--- config.mk ---
export PLATFORM = sky130hd
export DESIGN_NAME = urem_cfg
export DESIGN_NICKNAME = d
export VERILOG_FILES = /design/src/rtl/urem_pkg.sv /design/src/rtl/urem_cfg.sv
export SDC_FILE = /design/constraint.sdc
export NUM_CORES = 1
export LEC_CHECK = 0
export BUFFER_PORTS_ARGS = -buffer_cell sky130_fd_sc_hd__buf_2
export CORE_MARGIN = 8
export CORE_UTILIZATION = 40
export DETAILED_ROUTE_END_ITERATION = 8
export GPL_TIMING_DRIVEN = 1
export PLACE_DENSITY_LB_ADDON = 0.15
export RECOVER_POWER = 100
export SYNTH_ARGS = -nofsm -noshare
export SYNTH_HDL_FRONTEND = slang
export SYNTH_SLANG_ARGS = --single-unit
export TNS_END_PERCENT = 20
--- constraint.sdc ---
create_clock -name clk -period 1.7 [get_ports clk]
set_clock_uncertainty 0.15 [all_clocks]
set_input_delay 0.085 -clock clk [delete_from_list [all_inputs] [get_ports clk]]
set_output_delay 0.085 -clock clk [all_outputs]
set_load 0.02 [all_outputs]
--- src/rtl/urem_pkg.sv ---
// Package with the shared types, codes and constants of the uniform-run edge marker.
package urem_pkg;

  localparam int DEFAULT_RUN_LENGTH = 10;
  localparam int DEFAULT_MAX_WIDTH  = 1024;
  localparam int MAX_HEIGHT         = 1024;

  localparam int PIXEL_W  = 8;
  localparam int LABEL_W  = 8;
  localparam int REG_W    = 11;
  localparam int ROW_W    = 10;
  localparam int CFG_IDX_W = 2;

  localparam logic [REG_W-1:0] FRAME_WIDTH_RESET  = 11'd320;
  localparam logic [REG_W-1:0] FRAME_HEIGHT_RESET = 11'd240;

  localparam logic [CFG_IDX_W-1:0] REG_FRAME_WIDTH  = 2'd0;
  localparam logic [CFG_IDX_W-1:0] REG_FRAME_HEIGHT = 2'd1;

  localparam logic [PIXEL_W-1:0] PIXEL_BRIGHT = 8'd254;
  localparam logic [PIXEL_W-1:0] PIXEL_DARK   = 8'd0;

  localparam logic [LABEL_W-1:0] LABEL_BRIGHT = 8'd254;
  localparam logic [LABEL_W-1:0] LABEL_DARK   = 8'd0;
  localparam logic [LABEL_W-1:0] LABEL_NONE   = 8'd127;

  typedef enum logic [1:0] {
    CLS_NONE   = 2'd0,
    CLS_BRIGHT = 2'd1,
    CLS_DARK   = 2'd2
  } cls_t;

  typedef struct packed {
    logic [PIXEL_W-1:0] pixel;
    logic               frame_start;
  } in_word_t;

  typedef struct packed {
    logic [LABEL_W-1:0] label;
    logic               row_end;
    logic               frame_end;
  } out_word_t;

  function automatic cls_t classify(input logic [PIXEL_W-1:0] pix);
    cls_t c;
    if (pix == PIXEL_BRIGHT) begin
      c = CLS_BRIGHT;
    end else if (pix == PIXEL_DARK) begin
      c = CLS_DARK;
    end else begin
      c = CLS_NONE;
    end
    return c;
  endfunction

  function automatic logic [LABEL_W-1:0] class_label(input cls_t c);
    logic [LABEL_W-1:0] l;
    case (c)
      CLS_BRIGHT: l = LABEL_BRIGHT;
      CLS_DARK:   l = LABEL_DARK;
      default:    l = LABEL_NONE;
    endcase
    return l;
  endfunction

endpackage

--- src/rtl/urem_cfg.sv ---
// Frame size registers and their clamped effective values.
module urem_cfg #(
  parameter int MAX_WIDTH = urem_pkg::DEFAULT_MAX_WIDTH
) (
  input  logic                                clk,
  input  logic                                rst_n,
  input  logic                                cfg_valid,
  output logic                                cfg_ready,
  input  logic [urem_pkg::CFG_IDX_W-1:0]      cfg_index,
  input  logic [urem_pkg::REG_W-1:0]          cfg_data,
  output logic [$clog2(MAX_WIDTH+1)-1:0]      eff_w,
  output logic [urem_pkg::REG_W-1:0]          eff_h
);

  localparam int WW = $clog2(MAX_WIDTH + 1);

  logic [urem_pkg::REG_W-1:0] width_r;
  logic [urem_pkg::REG_W-1:0] height_r;

  assign cfg_ready = 1'b1;

  always_ff @(posedge clk) begin
    if (!rst_n) begin
      width_r  <= urem_pkg::FRAME_WIDTH_RESET;
      height_r <= urem_pkg::FRAME_HEIGHT_RESET;
    end else if (cfg_valid && cfg_ready) begin
      if (cfg_index == urem_pkg::REG_FRAME_WIDTH) begin
        width_r <= cfg_data;
      end
      if (cfg_index == urem_pkg::REG_FRAME_HEIGHT) begin
        height_r <= cfg_data;
      end
    end
  end

  always_comb begin
    if (width_r == '0) begin
      eff_w = WW'(1);
    end else if (int'(width_r) > MAX_WIDTH) begin
      eff_w = WW'(MAX_WIDTH);
    end else begin
      eff_w = WW'(width_r);
    end
    if (height_r == '0) begin
      eff_h = urem_pkg::REG_W'(1);
    end else if (int'(height_r) > urem_pkg::MAX_HEIGHT) begin
      eff_h = urem_pkg::REG_W'(urem_pkg::MAX_HEIGHT);
    end else begin
      eff_h = height_r;
    end
  end

endmodule

==> results.md <==
* CTS tree: done
* Antenna Nets Post-Route at 0
* Sinks on Clock Net at 22
* Period minus WS final at 1.58 ns
* Cell leakage power at 0.548 nW
* # setup viols final at 0
* Synth cell types at 21
* Synth top area share at 43.0%
* Status: finished clean
* Cell area after layout at 1370 µm²
* Multi-input logic area at 528 µm²
* Vias per cell at 4.75
* GRT Total Usage at 11.9%
* Antenna violations before repair at 0
* GPL Wtd Cong at 0.736
* Max_cap viols at 0
* Die H at 66.6 µm
* Worst-skew pair later-pin latency at 0.30 ns
* Largest net degree at the start of global routing at 23
* Ant. Diodes at 0
* Ports at 39
* Total Wirelength at 2550 µm
* EDFF count, synth at 0
* Fillers at 252
* Area added between synthesis and finish at 33.8%
* Final WS setup at 0.120 ns
* IO Port Bufs at 37
* Register Area at 440 µm²
* Area contributors post-synth: dfxtp_1 43%, nand2_1 16%, nor2b_1 11%, a21boi_0 5.9%, a21boi_1 5.9%
* DRT iter0 DRCs at 31
* Slew Viols, Final at 0
* RSZ-0062 raised after global routing: false
* Sequential fraction of the synthesis area at 43.0%
* Vias in the first global route at 993
* Htree depth at 1
* Core area at 2450 µm²
* #FFs+latches synth at 22
* Arrival @ worst endpoint at 1.34 ns
* Netlist area before placement at 1020 µm²
* Final hold slack at 0.107 ns
* Startpoint class of the critical path: flip-flop
* Clk slew on worst S/H paths at 0.12 ns
* Vias at 998
* CP required at 1.46 ns
* Die area at 4440 µm²
* Final Hold Violating Endpoints at 0
* CTS Buffer Depth at 2
* Total CTS buffers at 3
* Placed Area at 1200 µm²
* Global-route wire length before repair at 4240 µm
* DPL Wire Length at 1910 µm
* Clk root buf: clkbuf_4
* DRC viols at 0
* Crit. End Element: output port
* Setup_tns at 0 ns
* Post-Syn Area per Cell at 7.70 µm²
* Layout cells sized above 1 at 14.4%
* Pwr Total at 1.01 mW
* Syn_nets at 149
* Cells after synthesis at 133
* Period Utilization, post-route at 92.9%
* Asr flop ratio synth at 0%
* Fin nets at 197
* Yosys warnings at 0
* Routed len/inst at 12.1 µm
* Hold Crit Class: primary input to flip-flop
* Worst-path fanout max at 3
* Area leader, netlist: dfxtp_1
* Pre-CTS WS at 0.444 ns
* DRT Pass-1 Iters at 4
* Post-CTS Setup Inserts at 0
* Crit Path Category: flip-flop to output port
* Top-count cell post-synth: nand2_1
* Die span in x at 66.6 µm
* Pwr Density at 734 nW/µm²
* Total gr overflow at 0
* Peak supply drop at 0.455 mV
* Maximum clock rate at 633 MHz
* Initial Util at 41.7%
* Top_reg_cell synth: dfxtp_1
* Commonest cells in the netlist: 44 x nand2_1, 22 x dfxtp_1, 18 x nor2b_1
* FP Rows at 18
==> layer usage <==
metal | global-route usage (%) | share of wire [%] | vias up
li1 | - | - | 521
met1 | 13.7 | 46 | 449
met4 | 4.00 | 0.55 | 0
met5 | 0 | 0 | -
met3 | 3.19 | 7.5 | 2
met2 | 20.4 | 46 | 26
==> layout make-up <==
type	count	share of cell area [%]
multi-input combinational	99	38.5
sequential	22	32.1
timing repair buffer	54	23.7
tap	30	2.74
clock buffer	4	2.65
inverter	1	0.274
==> cell families (layout without fill, tap and decap cells) <==
family	Yosys count	in the layout	share of synthesized area, %
buf+inv	12	59	6.10
compound gates	18	18	12.8
simple gates	80	80	37.7
other cells	1	1	0.366
flops	22	22	43.0
==> worst paths after layout <==
path	start	end	slack (ns)	depth (start not counted)
setup / recovery	width_r[2]	eff_w[0]	0.12	4
hold / removal	cfg_index[1]	width_r[0]	0.11	5
setup reg to reg	height_r[7]	height_r[7]	0.40	3
hold reg to reg	width_r[0]	width_r[0]	0.33	2
==> worst max-delay path, cell delays in order, from the launching register on <==
cell and delay [ns]:
dfxtp_1 0.34, nor4_1 0.31, nand3_1 0.11, o21ai_0 0.09, buf_2 0.19
==> flip-flops by register name, indices dropped and copies added, names as in the netlist <==
| signal | cells |
|---|---|
| height_r | 11 |
| width_r | 11 |
==> report_power, final <==
part	total, mW	internal [mW]	leakage, nW	switching (mW)
logic	0.171	0.0769	0.348	0.0942
registers	0.551	0.535	0.179	0.0158
clock network	0.284	0.131	0.0210	0.154
total	1.01	0.743	0.548	0.264
==> layout by cell type, fill, tap and decap left out <==
master	n
nand2_1	44
dfxtp_1	22
clkbuf_1	20
nor2b_1	18
a21boi_0	16
buf_2	16
dlygate4sd3_1	15
nand3_1	7
nor2_1	3
clkbuf_4	3
nor4_1	2
buf_4	2
nor4_2	1
nor3_1	1
a31oi_1	1
inv_1	1
o21ai_0	1
nor3b_2	1
or3b_1	1
and3b_2	1
nand3b_1	1
conb_1	1
clkbuf_8	1
clkbuf_2	1
==> stage by stage <==
step | instances | util (%)
after floorplan | 133 | -
after detailed placement | 191 | 49.0
after global routing | 210 | 55.9
after global placement | 191 | 49.0
after CTS | 210 | 56.6
final | 210 | 55.9
==> repair_timing <==
| action | CTS | global route |
|---|---|---|
| resized for setup | 0 | 1 |
| hold buffers | 15 | 0 |
| endpoints found under the hold margin | 22 | 0 |
| setup endpoints to repair | 0 | 1 |
Power figures use the tool's default switching activity.
