===== src/rtl/urem_pkg.sv =====
// Package with the shared types, codes and constants of the uniform-run edge marker.
package urem_pkg;

  localparam int DEFAULT_RUN_LENGTH = 10;
  localparam int DEFAULT_MAX_WIDTH  = 1024;
  localparam int MAX_HEIGHT         = 1024;

  localparam int PIXEL_W  = 8;
  localparam int LABEL_W  = 8;
  localparam int REG_W    = 11;
  localparam int ROW_W    = 10;
  localparam int CFG_IDX_W = 2;

  localparam logic [REG_W-1:0] FRAME_WIDTH_RESET  = 11'd320;
  localparam logic [REG_W-1:0] FRAME_HEIGHT_RESET = 11'd240;

  localparam logic [CFG_IDX_W-1:0] REG_FRAME_WIDTH  = 2'd0;
  localparam logic [CFG_IDX_W-1:0] REG_FRAME_HEIGHT = 2'd1;

  localparam logic [PIXEL_W-1:0] PIXEL_BRIGHT = 8'd254;
  localparam logic [PIXEL_W-1:0] PIXEL_DARK   = 8'd0;

  localparam logic [LABEL_W-1:0] LABEL_BRIGHT = 8'd254;
  localparam logic [LABEL_W-1:0] LABEL_DARK   = 8'd0;
  localparam logic [LABEL_W-1:0] LABEL_NONE   = 8'd127;

  typedef enum logic [1:0] {
    CLS_NONE   = 2'd0,
    CLS_BRIGHT = 2'd1,
    CLS_DARK   = 2'd2
  } cls_t;

  typedef struct packed {
    logic [PIXEL_W-1:0] pixel;
    logic               frame_start;
  } in_word_t;

  typedef struct packed {
    logic [LABEL_W-1:0] label;
    logic               row_end;
    logic               frame_end;
  } out_word_t;

  function automatic cls_t classify(input logic [PIXEL_W-1:0] pix);
    cls_t c;
    if (pix == PIXEL_BRIGHT) begin
      c = CLS_BRIGHT;
    end else if (pix == PIXEL_DARK) begin
      c = CLS_DARK;
    end else begin
      c = CLS_NONE;
    end
    return c;
  endfunction

  function automatic logic [LABEL_W-1:0] class_label(input cls_t c);
    logic [LABEL_W-1:0] l;
    case (c)
      CLS_BRIGHT: l = LABEL_BRIGHT;
      CLS_DARK:   l = LABEL_DARK;
      default:    l = LABEL_NONE;
    endcase
    return l;
  endfunction

endpackage


===== src/rtl/urem_pos.sv =====
// Raster position tracker giving column, row and delay slot of each accepted word.
module urem_pos #(
  parameter int RUN_LENGTH = urem_pkg::DEFAULT_RUN_LENGTH,
  parameter int MAX_WIDTH  = urem_pkg::DEFAULT_MAX_WIDTH
) (
  input  logic                              clk,
  input  logic                              rst_n,
  input  logic                              step,
  input  logic                              frame_start,
  input  logic [$clog2(MAX_WIDTH+1)-1:0]    eff_w,
  input  logic [urem_pkg::REG_W-1:0]        eff_h,
  output logic [$clog2(MAX_WIDTH)-1:0]      col,
  output logic [urem_pkg::ROW_W-1:0]        row,
  output logic [$clog2(RUN_LENGTH)-1:0]     slot
);

  localparam int CW = $clog2(MAX_WIDTH);
  localparam int WW = $clog2(MAX_WIDTH + 1);
  localparam int SW = $clog2(RUN_LENGTH);
  localparam int HW = urem_pkg::REG_W;

  logic [CW-1:0] col_r, col_nxt;
  logic [urem_pkg::ROW_W-1:0] row_r, row_nxt;
  logic [SW-1:0] slot_r, slot_nxt;

  logic [CW-1:0] c0;
  logic [urem_pkg::ROW_W-1:0] r0;
  logic [SW-1:0] s0, s1;
  logic [HW-1:0] r1, rn;
  logic [WW-1:0] cn;

  function automatic logic [SW-1:0] slot_inc(input logic [SW-1:0] s);
    logic [SW-1:0] n;
    if (s == SW'(RUN_LENGTH - 1)) begin
      n = '0;
    end else begin
      n = s + SW'(1);
    end
    return n;
  endfunction

  always_comb begin
    c0 = frame_start ? '0 : col_r;
    r0 = frame_start ? '0 : row_r;
    s0 = frame_start ? '0 : slot_r;
    if (WW'(c0) >= eff_w) begin
      col = '0;
      r1  = HW'(r0) + HW'(1);
      s1  = slot_inc(s0);
    end else begin
      col = c0;
      r1  = HW'(r0);
      s1  = s0;
    end
    if (r1 >= eff_h) begin
      row  = '0;
      slot = '0;
    end else begin
      row  = r1[urem_pkg::ROW_W-1:0];
      slot = s1;
    end

    cn = WW'(col) + WW'(1);
    rn = HW'(row) + HW'(1);
    if (cn >= eff_w) begin
      col_nxt = '0;
      if (rn >= eff_h) begin
        row_nxt  = '0;
        slot_nxt = '0;
      end else begin
        row_nxt  = rn[urem_pkg::ROW_W-1:0];
        slot_nxt = slot_inc(slot);
      end
    end else begin
      col_nxt  = cn[CW-1:0];
      row_nxt  = row;
      slot_nxt = slot;
    end
  end

  always_ff @(posedge clk) begin
    if (!rst_n) begin
      col_r  <= '0;
      row_r  <= '0;
      slot_r <= '0;
    end else if (step) begin
      col_r  <= col_nxt;
      row_r  <= row_nxt;
      slot_r <= slot_nxt;
    end
  end

endmodule


===== config.mk =====
export PLATFORM = sky130hd
export DESIGN_NAME = urem_pos
export DESIGN_NICKNAME = d
export VERILOG_FILES = /design/src/rtl/urem_pkg.sv /design/src/rtl/urem_pos.sv
export SDC_FILE = /design/constraint.sdc
export NUM_CORES = 1
export LEC_CHECK = 0
export ABC_CLOCK_PERIOD_IN_PS = 8700
export BUFFER_PORTS_ARGS = -buffer_cell sky130_fd_sc_hd__buf_2
export CAP_MARGIN = 20
export CORE_ASPECT_RATIO = 0.7
export CORE_MARGIN = 2
export CORE_UTILIZATION = 53
export CTS_CLUSTER_SIZE = 30
export DETAILED_ROUTE_END_ITERATION = 8
export GPL_ROUTABILITY_DRIVEN = 0
export PLACE_DENSITY = 0.86
export SLEW_MARGIN = 20
export SYNTH_ARGS = -nofsm -noshare
export SYNTH_HDL_FRONTEND = slang
export SYNTH_SLANG_ARGS = --single-unit

===== constraint.sdc =====
create_clock -name clk -period 8.7 [get_ports clk]
set_input_delay 1.74 -clock clk [delete_from_list [all_inputs] [get_ports clk]]
set_output_delay 1.74 -clock clk [all_outputs]
set_load 0.005 [all_outputs]

==> results of run 1 <==
state kept, by name (all words and copies together) (netlist names):
register	cells
slot_r	4
row_r	10
col_r	10
kinds of logic after synthesis:
logic type / after synthesis / synth area share
AO/OA/AOI/OAI: 107 / 0.2000
XOR/XNOR: 22 / 0.05570
AND/OR/NAND/NOR: 197 / 0.3175
adder cells (fa/ha/maj): 50 / 0.1808
multiplexers: 10 / 0.03146
flip-flops: 24 / 0.1389
buffers and inverters: 51 / 0.07559
stage by stage:
stage	instance area, µm²	total power [mW]	std cells	setup WS (ps)
floorplan	3460	0.1794	461	51.79
detailed placement	3732	0.2034	578	76.33
finish	3864	0.3122	584	317.0
CTS	3804	0.3063	582	266.6
global placement	3732	0.1987	578	286.2
global route	3864	0.3268	584	-22.93
worst paths after layout:
kind | endpoint | slack (ps)
min | row_r[0]$_SDFFE_PN0P_ | 510
min reg2reg | row_r[0]$_SDFFE_PN0P_ | 510
max reg2reg | row_r[5]$_SDFFE_PN0P_ | 1680
max | row_r[5]$_SDFFE_PN0P_ | 320
critical path, delay by kind of cell:
kind / cells / cell delay, ps
AND/OR/NAND/NOR: 10 / 2590
AO/OA/AOI/OAI: 12 / 1900
adder cells (fa/ha/maj): 4 / 1140
buffers and inverters: 4 / 690
multiplexers: 1 / 330
XOR/XNOR: 1 / 160
power groups by stage:
| stage | Sequential [mW] | Clock (mW) | Combinational, mW |
|---|---|---|---|
| after floorplan | 0.120 | 0 | 0.0594 |
| after global placement | 0.122 | 0 | 0.0767 |
| after detailed placement | 0.122 | 0 | 0.0811 |
| after CTS | 0.120 | 0.105 | 0.0819 |
| after global routing | 0.121 | 0.111 | 0.0951 |
| final | 0.120 | 0.105 | 0.0868 |
layout by cell type, fill, tap and decap left out, types with 4 or more instances in the layout:
cell      count
buf_2        49
ha_1         48
nor2_1       40
nand2_1      40
a21oi_1      35
inv_1        31
o21ai_0      27
nor2b_1      25
dfxtp_1      24
nand3_1      18
xnor2_1      15
and3_1       12
buf_4        12
nand2b_1     10
a31oi_1      10
nor3_1        7
xor2_1        7
nand4_1       6
or3_1         5
nor4_1        5
mux2i_1       5
a211oi_1      4
routing by layer:
layer | up-vias | global-route usage | routed length [µm]
met3 | 67 | 0.06829 | 1143
met4 | 0 | 0.07763 | 355
met5 | - | 0 | 0
met1 | 1700 | 0.3729 | 4307
met2 | 239 | 0.4430 | 4553
li1 | 1741 | - | -
timing repair:
| item | CTS | global route |
|---|---|---|
| gates resized for setup | 0 | 11 |
| endpoints found under the setup margin | 0 | 12 |
| setup buffers | 0 | 2 |
cell type report:
class	instances	area share
well taps	78	0.02526
clock inverters	1	0.007772
inverters	31	0.03012
multi-input cells	386	0.7150
clock buffers	3	0.01069
flip-flops and latches	24	0.1244
repair buffers	61	0.08679
==> results by group, run 1 <==
Outcome
  – Outcome: finished clean

Die
  – Die Wd: 100.6 µm
  – Core Area: 6276 µm²
  – Die height: 71.60 µm
  – I/O Pins: 50
  – # rows: 24
  – Die Area: 7200 µm²
  – Initial Util: 0.5512

STA
  – Final Max Tran Viols: 0
  – Period minus WS final: 8383 ps
  – Final Setup Violations: 0
  – Final Cycle Share: 0.9636
  – Slew @ Worst Pin: 820.6 ps
  – Fmax: 0.1193 GHz
  – Sum Neg Setup Slack: 0 ps
  – Fin Hold WS: 507.4 ps
  – Fin. Hold Viols: 0
  – Normalized max-slew margin: 0.4529
  – Skew final: 10.78 ps

Hold path
  – Worst Hold Launch: row_r[0]$_SDFFE_PN0P_
  – Hold Path Stages: 2
  – Worst hold path type: reg -> reg

Synth
  – Commonest cells in the synthesized netlist: ha_1, nand2_1, nor2_1
  – Seq/Total Area, Yosys: 0.1389
  – Synth area leaders: ha_1, dfxtp_1, a21oi_1, nor2b_1, nand2_1
  – Synth Cell Area: 3460 µm²
  – Async SR Flop Fraction: 0
  – Mapped Cells: 461
  – EDFF count, synth: 0
  – Syn nets: 537
  – Top cell type by total area after synthesis: ha_1
  – Netlist cell types: 66
  – Top-count cell post-synth: ha_1
  – Flops & latches, synth: 24
  – Ys flop type: dfxtp_1
  – Share of the synthesized area in the top cell type: 0.1808
  – Syn_area_per_cell: 7.504 µm²
  – Synth warn: 0

Critical path
  – Max FO, Critical Path: 13
  – Slowest-stage cell, CP: or4b_4
  – Crit path kind: in -> reg
  – Worst Path Required: 8900 ps
  – Critical path arrival: 8580 ps
  – Launch point of the worst path: frame_start
  – R2r worst-path depth: 29
  – CP peak stage delay: 570 ps
  – CP startpoint kind: input port
  – Top cell by count, worst path: o21ai_0
  – Critical R2R Launch: col_r[8]$_SDFFE_PN0P_
  – Setup crit end kind: flop

Place
  – Post-DP HPWL: 7.762 mm
  – PortBufs: 49

Power and ir drop
  – Sw Pwr: 100.8 µW
  – Pwr Density: 80.80 nW/µm²
  – Int Pwr: 211.4 µW
  – Static Leak: 1.829 nW
  – Sw Share: 0.3228
  – Flop pwr share: 0.385
  – Logic pwr share: 0.278
  – Clk pwr share: 0.337
  – Max IR drop VDD: 0.05907 mV

Routing
  – Post-Route WL: 10.36 mm
  – DRC viols: 0
  – DR vias/cell: 6.416
  – Post-DRT Antenna Nets: 0
  – Drt pass-1 iters: 7
  – Vias: 3747
  – Drt initial violations: 353
  – Routed WL per cell: 17.74 µm

Final layout
  – Fillers: 547
  – Multi-input logic area: 2763 µm²
  – Layout cell share with drive strength beyond 1: 0.1858
  – Reg area: 480.5 µm²
  – Final net count: 583
  – Final core occ: 0.6156
  – Layout overhead on the synthesized area: 11.68%
  – Number of diodes: 0

Global routing
  – Vias in the first global route: 3451
  – Congestion Overflow GR: 0
  – Largest net degree at the start of global routing: 46
  – Initial antenna violation count: 0
  – First-pass GRT wire length: 16.13 mm
  – All-layer global routing usage: 0.2767

Clock tree
  – H-tree depth: 1
  – CTS Root Cell: clkbuf_8
  – Clock Latency Late Sink: 280 ps
  – Inserted Clock Buffers: 3
  – Clock-pin slew on the worst setup and hold paths: 110 ps
  – CTS tree: built
  – Clock Sinks: 24
  – Clk buf depth: 2
  – Hold_buf cts: 0

Run
  – MaxCap Viol Count: 0
Note: power is estimated with default switching activity, not from simulation.
==> inputs of run 2 (changes only) <==
--- a/config.mk
+++ b/config.mk
@@ -14,6 +14,7 @@
 export CTS_CLUSTER_SIZE = 30
 export DETAILED_ROUTE_END_ITERATION = 8
 export GPL_ROUTABILITY_DRIVEN = 0
+export MAX_ROUTING_LAYER = met4
 export PLACE_DENSITY = 0.86
 export SLEW_MARGIN = 20
 export SYNTH_ARGS = -nofsm -noshare
==> run 2 against run 1 <==
Effect of this change:
- core utilization unchanged
- combinational power about the same
- highest routed layer unchanged
- sequential cell count unchanged
- critical path type unchanged
- sequential power about the same
- routed wire length down 0.98%
- largest cell class unchanged
- global-route usage up 0.76 points
- via count down 0.48%
- maximum frequency up 0.96%
- design area unchanged
- clock power about the same
- critical endpoint unchanged
==> results by group, run 2 (synthesized netlist as in run 1, its figures left out) <==
STA
  – Period minus WS final: 8303 ps (was 8383 ps)
  – Final Setup Violations: 0 (unchanged)
  – Skew final: 11.41 ps (was 10.78 ps)
  – Final Max Tran Viols: 0 (unchanged)
  – Fmax: 0.1204 GHz (was 0.1193 GHz)
  – Fin Hold WS: 509.8 ps (was 507.4 ps)
  – Final Cycle Share: 0.9544 (was 0.9636)
  – Fin. Hold Viols: 0 (unchanged)
  – Slew @ Worst Pin: 848.1 ps (was 820.6 ps)
  – Normalized max-slew margin: 0.4346 (was 0.4529)

Power and ir drop
  – Static Leak: 1.829 nW (unchanged)
  – Max IR drop VDD: 0.05914 mV (was 0.05907 mV)
  – Pwr Density: 80.76 nW/µm² (was 80.80 nW/µm²)

Critical path
  – Slowest-stage cell, CP: or4b_4 (unchanged)
  – CP startpoint kind: input port (unchanged)
  – Top cell by count, worst path: o21ai_0 (unchanged)
  – End of the critical path: row_r[5]$_SDFFE_PN0P_ (unchanged)
  – CP peak stage delay: 570 ps (about the same)
  – Critical path arrival: 8500 ps (was 8580 ps)
  – Setup crit end kind: flop (unchanged)
  – Worst Path Required: 8900 ps (about the same)
  – Critical R2R Launch: col_r[8]$_SDFFE_PN0P_ (unchanged)
  – R2R Path End: row_r[5]$_SDFFE_PN0P_ (unchanged)
  – Worst R2R Setup Slack: 1720 ps (was 1680 ps)
  – Crit path kind: in -> reg (unchanged)
  – Max FO, Critical Path: 13 (unchanged)
  – Launch point of the worst path: frame_start (unchanged)
  – R2r worst-path depth: 29 (unchanged)

Global routing
  – Vias in the first global route: 3452 (was 3451)
  – First-pass GRT wire length: 16.06 mm (was 16.13 mm)
  – All-layer global routing usage: 0.2843 (was 0.2767)
  – Congestion Overflow GR: 0 (unchanged)
  – Largest net degree at the start of global routing: 46 (unchanged)
  – Initial antenna violation count: 0 (unchanged)

Final layout
  – Final Instance Area: 3864 µm² (unchanged)
  – Most common cell after layout, fill and taps aside: buf_2 (unchanged)
  – Final net count: 583 (unchanged)
  – Final std cells w/o fill: 584 (unchanged)
  – Layout overhead on the synthesized area: 11.68% (unchanged)
  – Fillers: 547 (unchanged)
  – Reg area: 480.5 µm² (unchanged)
  – Most frequent cells in the layout: buf_2, ha_1, nor2_1, nand2_1, a21oi_1 (unchanged)
  – Number of diodes: 0 (unchanged)
  – Biggest regs: col_r x10, row_r x10, slot_r x4 (unchanged)
  – Layout cell share with drive strength beyond 1: 0.1858 (unchanged)
  – Multi-input logic area: 2763 µm² (unchanged)

Clock tree
  – Clock Latency Late Sink: 280 ps (about the same)
  – Clock-pin slew on the worst setup and hold paths: 110 ps (about the same)
  – H-tree depth: 1 (unchanged)
  – CTS tree: built (unchanged)
  – Clk buf depth: 2 (unchanged)
  – CTS Root Cell: clkbuf_8 (unchanged)
  – Inserted Clock Buffers: 3 (unchanged)
  – Clock Sinks: 24 (unchanged)
  – Hold_buf cts: 0 (unchanged)

Die
  – Die height: 71.60 µm (unchanged)
  – Die Area: 7200 µm² (unchanged)
  – # rows: 24 (unchanged)
  – Initial Util: 0.5512 (unchanged)
  – I/O Pins: 50 (unchanged)
  – Die Wd: 100.6 µm (unchanged)
  – Core Area: 6276 µm² (unchanged)

Routing
  – Post-DRT Antenna Nets: 0 (unchanged)
  – Post-Route WL: 10.26 mm (was 10.36 mm)
  – Drt initial violations: 363 (was 353)
  – DRC viols: 0 (unchanged)
  – Vias: 3729 (was 3747)
  – Drt pass-1 iters: 6 (was 7)
  – DR vias/cell: 6.385 (was 6.416)
  – Routed WL per cell: 17.56 µm (was 17.74 µm)

Hold path
  – Worst hold path type: reg -> reg (unchanged)

Place
  – DP Cell Count: 578 (unchanged)
  – Area after DPL: 3732 µm² (unchanged)
  – Post-DP HPWL: 7.762 mm (unchanged)
  – PortBufs: 49 (unchanged)

Run
  – MaxCap Viol Count: 0 (unchanged)

Outcome
  – Outcome: finished clean (unchanged)
[run 2: cell counts in the layout (fill, tap and decap cells not counted)]
Identical to the previous run, type by type.
[run 2: layout make-up]
class                           instances  share of cell area
Multi-Input combinational cell        386              0.7150
Sequential cell                        24              0.1244
Timing Repair Buffer                   61             0.08679
Inverter                               31             0.03012
Tap cell                               78             0.02526
Clock buffer                            3             0.01069
Clock inverter                          1            0.007772
[run 2: worst min path at each step]
stage / slack [ps] / start / end / depth (start not counted)
final: 510 / row_r[0]$_SDFFE_PN0P_ / row_r[0]$_SDFFE_PN0P_ / 2
after global routing: 540 / row_r[0]$_SDFFE_PN0P_ / row_r[0]$_SDFFE_PN0P_ / 2
after CTS: 500 / col_r[5]$_SDFFE_PN0P_ / col_r[5]$_SDFFE_PN0P_ / 2
after detailed placement: 490 / col_r[5]$_SDFFE_PN0P_ / col_r[5]$_SDFFE_PN0P_ / 2
after global placement: 470 / col_r[5]$_SDFFE_PN0P_ / col_r[5]$_SDFFE_PN0P_ / 2
after floorplan: 460 / col_r[5]$_SDFFE_PN0P_ / col_r[5]$_SDFFE_PN0P_ / 2
[run 2: what timing repair did]
action                                  4_1_cts  5_1_grt
resized for setup                             0       11
hold endpoints to repair                      0        0
endpoints found under the setup margin        0       12
setup buffers                                 0        2
[run 2: per-stage QoR]
| step | util | setup slack, ps | setup TNS, ps | total power, mW |
|---|---|---|---|---|
| CTS | 0.6061 | 266.6 | 0 | 0.3063 |
| floorplan | - | 51.79 | 0 | 0.1794 |
| detailed placement | 0.5947 | 76.33 | 0 | 0.2034 |
| global placement | 0.5947 | 286.2 | 0 | 0.1987 |
| global route | 0.6156 | -23.42 | -23.42 | 0.3267 |
| finish | 0.6156 | 397.0 | 0 | 0.3120 |
[run 2: layer usage]
| layer | vias up | routed length [µm] | track usage |
|---|---|---|---|
| met2 | 225 | 4515 | 0.4430 |
| met1 | 1709 | 4413 | 0.3711 |
| met5 | - | 0 | - |
| li1 | 1738 | - | - |
| met3 | 57 | 1016 | 0.06634 |
| met4 | 0 | 312 | 0.07915 |
[run 2: critical path: cells and delay by family]
kind / cells / cell delay, ps
compound gates: 12 / 1880
buf+inv: 4 / 670
mux: 1 / 320
simple gates: 10 / 2580
fa+ha+maj: 4 / 1120
xor+xnor: 1 / 150
[run 2: power by group]
part | internal [mW] | total (mW) | switching, mW
combinational | 0.0352 | 0.0866 | 0.0515
clock | 0.0617 | 0.105 | 0.0435
sequential | 0.115 | 0.120 | 0.00567
total | 0.211 | 0.312 | 0.101
==> inputs of run 3 (changes only) <==
--- a/config.mk
+++ b/config.mk
@@ -5,17 +5,17 @@
 export SDC_FILE = /design/constraint.sdc
 export NUM_CORES = 1
 export LEC_CHECK = 0
-export ABC_CLOCK_PERIOD_IN_PS = 8700
+export ABC_CLOCK_PERIOD_IN_PS = 10100
 export BUFFER_PORTS_ARGS = -buffer_cell sky130_fd_sc_hd__buf_2
 export CAP_MARGIN = 20
 export CORE_ASPECT_RATIO = 0.7
 export CORE_MARGIN = 2
-export CORE_UTILIZATION = 53
+export CORE_UTILIZATION = 64
 export CTS_CLUSTER_SIZE = 30
 export DETAILED_ROUTE_END_ITERATION = 8
 export GPL_ROUTABILITY_DRIVEN = 0
 export MAX_ROUTING_LAYER = met4
-export PLACE_DENSITY = 0.86
+export PLACE_DENSITY = 0.95
 export SLEW_MARGIN = 20
 export SYNTH_ARGS = -nofsm -noshare
 export SYNTH_HDL_FRONTEND = slang
==> constraint.sdc (replaced) <==
create_clock -name clk -period 10.1 [get_ports clk]
set_input_delay 2.02 -clock clk [delete_from_list [all_inputs] [get_ports clk]]
set_output_delay 2.02 -clock clk [all_outputs]
set_load 0.005 [all_outputs]
==> run 3 against run 2 <==
Effect of this change:
- sequential cell count unchanged
- final cell count down 2.4%
- register-to-register slack better by 770 ps
- sequential share of layout area up 0.43 points
- largest power group unchanged
- highest routed layer unchanged
- global-route usage up 3.8 points
- combinational power down 19%
- largest cell class unchanged
==> results by group, run 3 (synthesized netlist as in run 1, its figures left out) <==
Outcome
  – Outcome: finished clean (unchanged)

Global routing
  – Vias in the first global route: 3355 (was 3452)
  – Met2 Track Usage GR: 0.5110 (was 0.4430)
  – GR peak layer: met2 (unchanged)
  – Congestion Overflow GR: 0 (unchanged)
  – M3 GR Usage: 0.06537 (was 0.06634)
  – GRT met1 Usage: 0.4145 (was 0.3711)
  – Largest net degree at the start of global routing: 46 (unchanged)
  – First-pass GRT wire length: 15.39 mm (was 16.06 mm)
  – All-layer global routing usage: 0.3220 (was 0.2843)
  – Initial antenna violation count: 0 (unchanged)

Power and ir drop
  – Pwr Density: 65.97 nW/µm² (was 80.76 nW/µm²)
  – Logic pwr share: 0.284 (was 0.278)
  – Sw Pwr: 84.28 µW (was 100.6 µW)
  – Int Pwr: 162.1 µW (was 211.4 µW)
  – Max IR drop VDD: 0.05463 mV (was 0.05914 mV)
  – Static Leak: 1.782 nW (was 1.829 nW)
  – Flop pwr share: 0.421 (was 0.385)
  – Clk pwr share: 0.295 (was 0.337)
  – Sw Share: 0.3420 (was 0.3225)
  – Tot Pwr: 246.4 µW (was 312.0 µW)

Die
  – Core Area: 5230 µm² (was 6276 µm²)
  – Die Wd: 91.88 µm (was 100.6 µm)
  – Die Area: 6019 µm² (was 7200 µm²)
  – Die height: 65.52 µm (was 71.60 µm)
  – Initial Util: 0.6615 (was 0.5512)
  – I/O Pins: 50 (unchanged)
  – # rows: 22 (was 24)

Clock tree
  – Clk buf depth: 2 (unchanged)
  – Inserted Clock Buffers: 3 (unchanged)
  – H-tree depth: 1 (unchanged)
  – CTS Root Cell: clkbuf_8 (unchanged)
  – Clock-pin slew on the worst setup and hold paths: 100 ps (was 110 ps)
  – Post-CTS sizing: 0 (unchanged)
  – Clock Latency Late Sink: 280 ps (about the same)
  – CTS tree: built (unchanged)
  – Post-CTS setup buffer count: 0 (unchanged)
  – Hold_buf cts: 0 (unchanged)
  – Clock Sinks: 24 (unchanged)

Routing
  – Post-Route WL: 9.378 mm (was 10.26 mm)
  – Drt initial violations: 441 (was 363)
  – Drt pass-1 iters: 7 (was 6)
  – DR vias/cell: 6.375 (was 6.385)
  – Post-DRT Antenna Nets: 0 (unchanged)
  – DRC viols: 0 (unchanged)
  – Routed WL per cell: 16.45 µm (was 17.56 µm)
  – Vias: 3634 (was 3729)

Critical path
  – Critical path arrival: 9590 ps (was 8500 ps)
  – R2R Path End: row_r[5]$_SDFFE_PN0P_ (unchanged)
  – CP startpoint kind: input port (unchanged)
  – CP peak stage delay: 610 ps (was 570 ps)
  – Critical R2R Launch: col_r[3]$_SDFFE_PN0P_ (was col_r[8]$_SDFFE_PN0P_)
  – WP depth: 31 (was 32)
  – Launch point of the worst path: frame_start (unchanged)
  – Setup crit end kind: flop (unchanged)
  – Max FO, Critical Path: 12 (was 13)
  – Slowest-stage cell, CP: nor4_1 (was or4b_4)
  – Worst Path Required: 10310 ps (was 8900 ps)
  – Worst R2R Setup Slack: 2490 ps (was 1720 ps)
  – Crit path max-delay family: simple AND/OR/NAND/NOR gates (unchanged)
  – R2r worst-path depth: 28 (was 29)
  – Buf/Inv on CP: 3 (was 4)
  – Crit path kind: in -> reg (unchanged)
  – End of the critical path: row_r[5]$_SDFFE_PN0P_ (unchanged)

STA
  – Skew final: 2.214 ps (was 11.41 ps)
  – Final Setup Violations: 0 (unchanged)
  – Slew @ Worst Pin: 797.8 ps (was 848.1 ps)
  – Fmax: 0.1066 GHz
  – RSZ-0062 raised after global routing: false
  – Sum Neg Setup Slack: 0 ps (unchanged)
  – Final Max Tran Viols: 0 (unchanged)
  – Setup WS post-layout: 721.9 ps (was 397.0 ps)
  – Fin. Hold Viols: 0 (unchanged)
  – Fin Hold WS: 500.5 ps (was 509.8 ps)
  – Period minus WS final: 9378 ps
  – Final Cycle Share: 0.9285
  – Normalized max-slew margin: 0.4681 (was 0.4346)

Final layout
  – Most common cell after layout, fill and taps aside: ha_1 (was buf_2)
  – Final std cells w/o fill: 570 (was 584)
  – Final net count: 575 (was 583)
  – Biggest regs: col_r x10, row_r x10, slot_r x4 (unchanged)
  – Number of diodes: 0 (unchanged)
  – Layout cell share with drive strength beyond 1: 0.1566 (was 0.1858)
  – Most frequent cells in the layout: ha_1, buf_2, nand2_1 (was buf_2, ha_1, nor2_1, nand2_1, a21oi_1)
  – Layout overhead on the synthesized area: 7.957% (was 11.68%)
  – Fillers: 406 (was 547)

Run
  – MaxCap Viol Count: 0 (unchanged)

Place
  – PortBufs: 49 (unchanged)
  – DP Cell Count: 566 (was 578)
  – Post-DP HPWL: 7.163 mm (was 7.762 mm)
  – Place WS: 735.2 ps (was 76.33 ps)

Hold path
  – Worst hold path type: reg -> reg (unchanged)
-- run 3: cell types whose count changed in the layout (fill, tap and decap cells not counted), sizes merged --
cell	before	now
buf	61	53
bufinv	1	0
clkbuf	3	4
-- run 3: worst reg2reg max path, delay by kind of cell (launching register included) --
family	cells	cell delay (ps)
flip-flops	1	400
AO/OA/AOI/OAI	12	2300
XOR/XNOR	1	160
adder cells (fa/ha/maj)	4	1160
AND/OR/NAND/NOR	10	3360
buffers and inverters	1	160
-- run 3: cell type report --
cell class / instances / area, µm² / area share
Clock buffer: 4 / 55.05 / 0.01474
Timing Repair Buffer: 53 / 275.3 / 0.07370
Sequential cell: 24 / 480.5 / 0.1286
Multi-Input combinational cell: 386 / 2718 / 0.7276
Inverter: 31 / 116.4 / 0.03116
Tap cell: 72 / 90.09 / 0.02412
-- run 3: how the worst min path moves through the flow --
stage | start | slack (ps) | cells past startpoint | end
after detailed placement | col_r[5]$_SDFFE_PN0P_ | 480 | 2 | col_r[5]$_SDFFE_PN0P_
after floorplan | col_r[5]$_SDFFE_PN0P_ | 460 | 2 | col_r[5]$_SDFFE_PN0P_
after global placement | col_r[5]$_SDFFE_PN0P_ | 480 | 2 | col_r[5]$_SDFFE_PN0P_
final | col_r[5]$_SDFFE_PN0P_ | 500 | 2 | col_r[5]$_SDFFE_PN0P_
after global routing | col_r[5]$_SDFFE_PN0P_ | 530 | 2 | col_r[5]$_SDFFE_PN0P_
after CTS | col_r[5]$_SDFFE_PN0P_ | 500 | 2 | col_r[5]$_SDFFE_PN0P_
-- run 3: through the flow --
| stage | util | area (µm²) |
|---|---|---|
| 2_1_floorplan | - | 3460 |
| 3_3_place_gp | 0.7036 | 3680 |
| 3_5_place_dp | 0.7036 | 3680 |
| 4_1_cts | 0.7141 | 3735 |
| 5_1_grt | 0.7141 | 3735 |
| 6_report | 0.7141 | 3735 |
-- run 3: metal layers --
metal	wire length (µm)	vias to the layer above
met3	906	47
met1	4090	1663
met5	0	-
met4	245	0
li1	-	1720
met2	4136	204
-- run 3: power by group through the flow --
stage          combinational [mW]  sequential (mW)  clock [mW]
4_1_cts                    0.0685            0.103      0.0709
6_report                   0.0700            0.104      0.0726
3_5_place_dp               0.0676            0.105           0
2_1_floorplan              0.0512            0.103           0
3_3_place_gp               0.0641            0.105           0
5_1_grt                    0.0781            0.104      0.0743
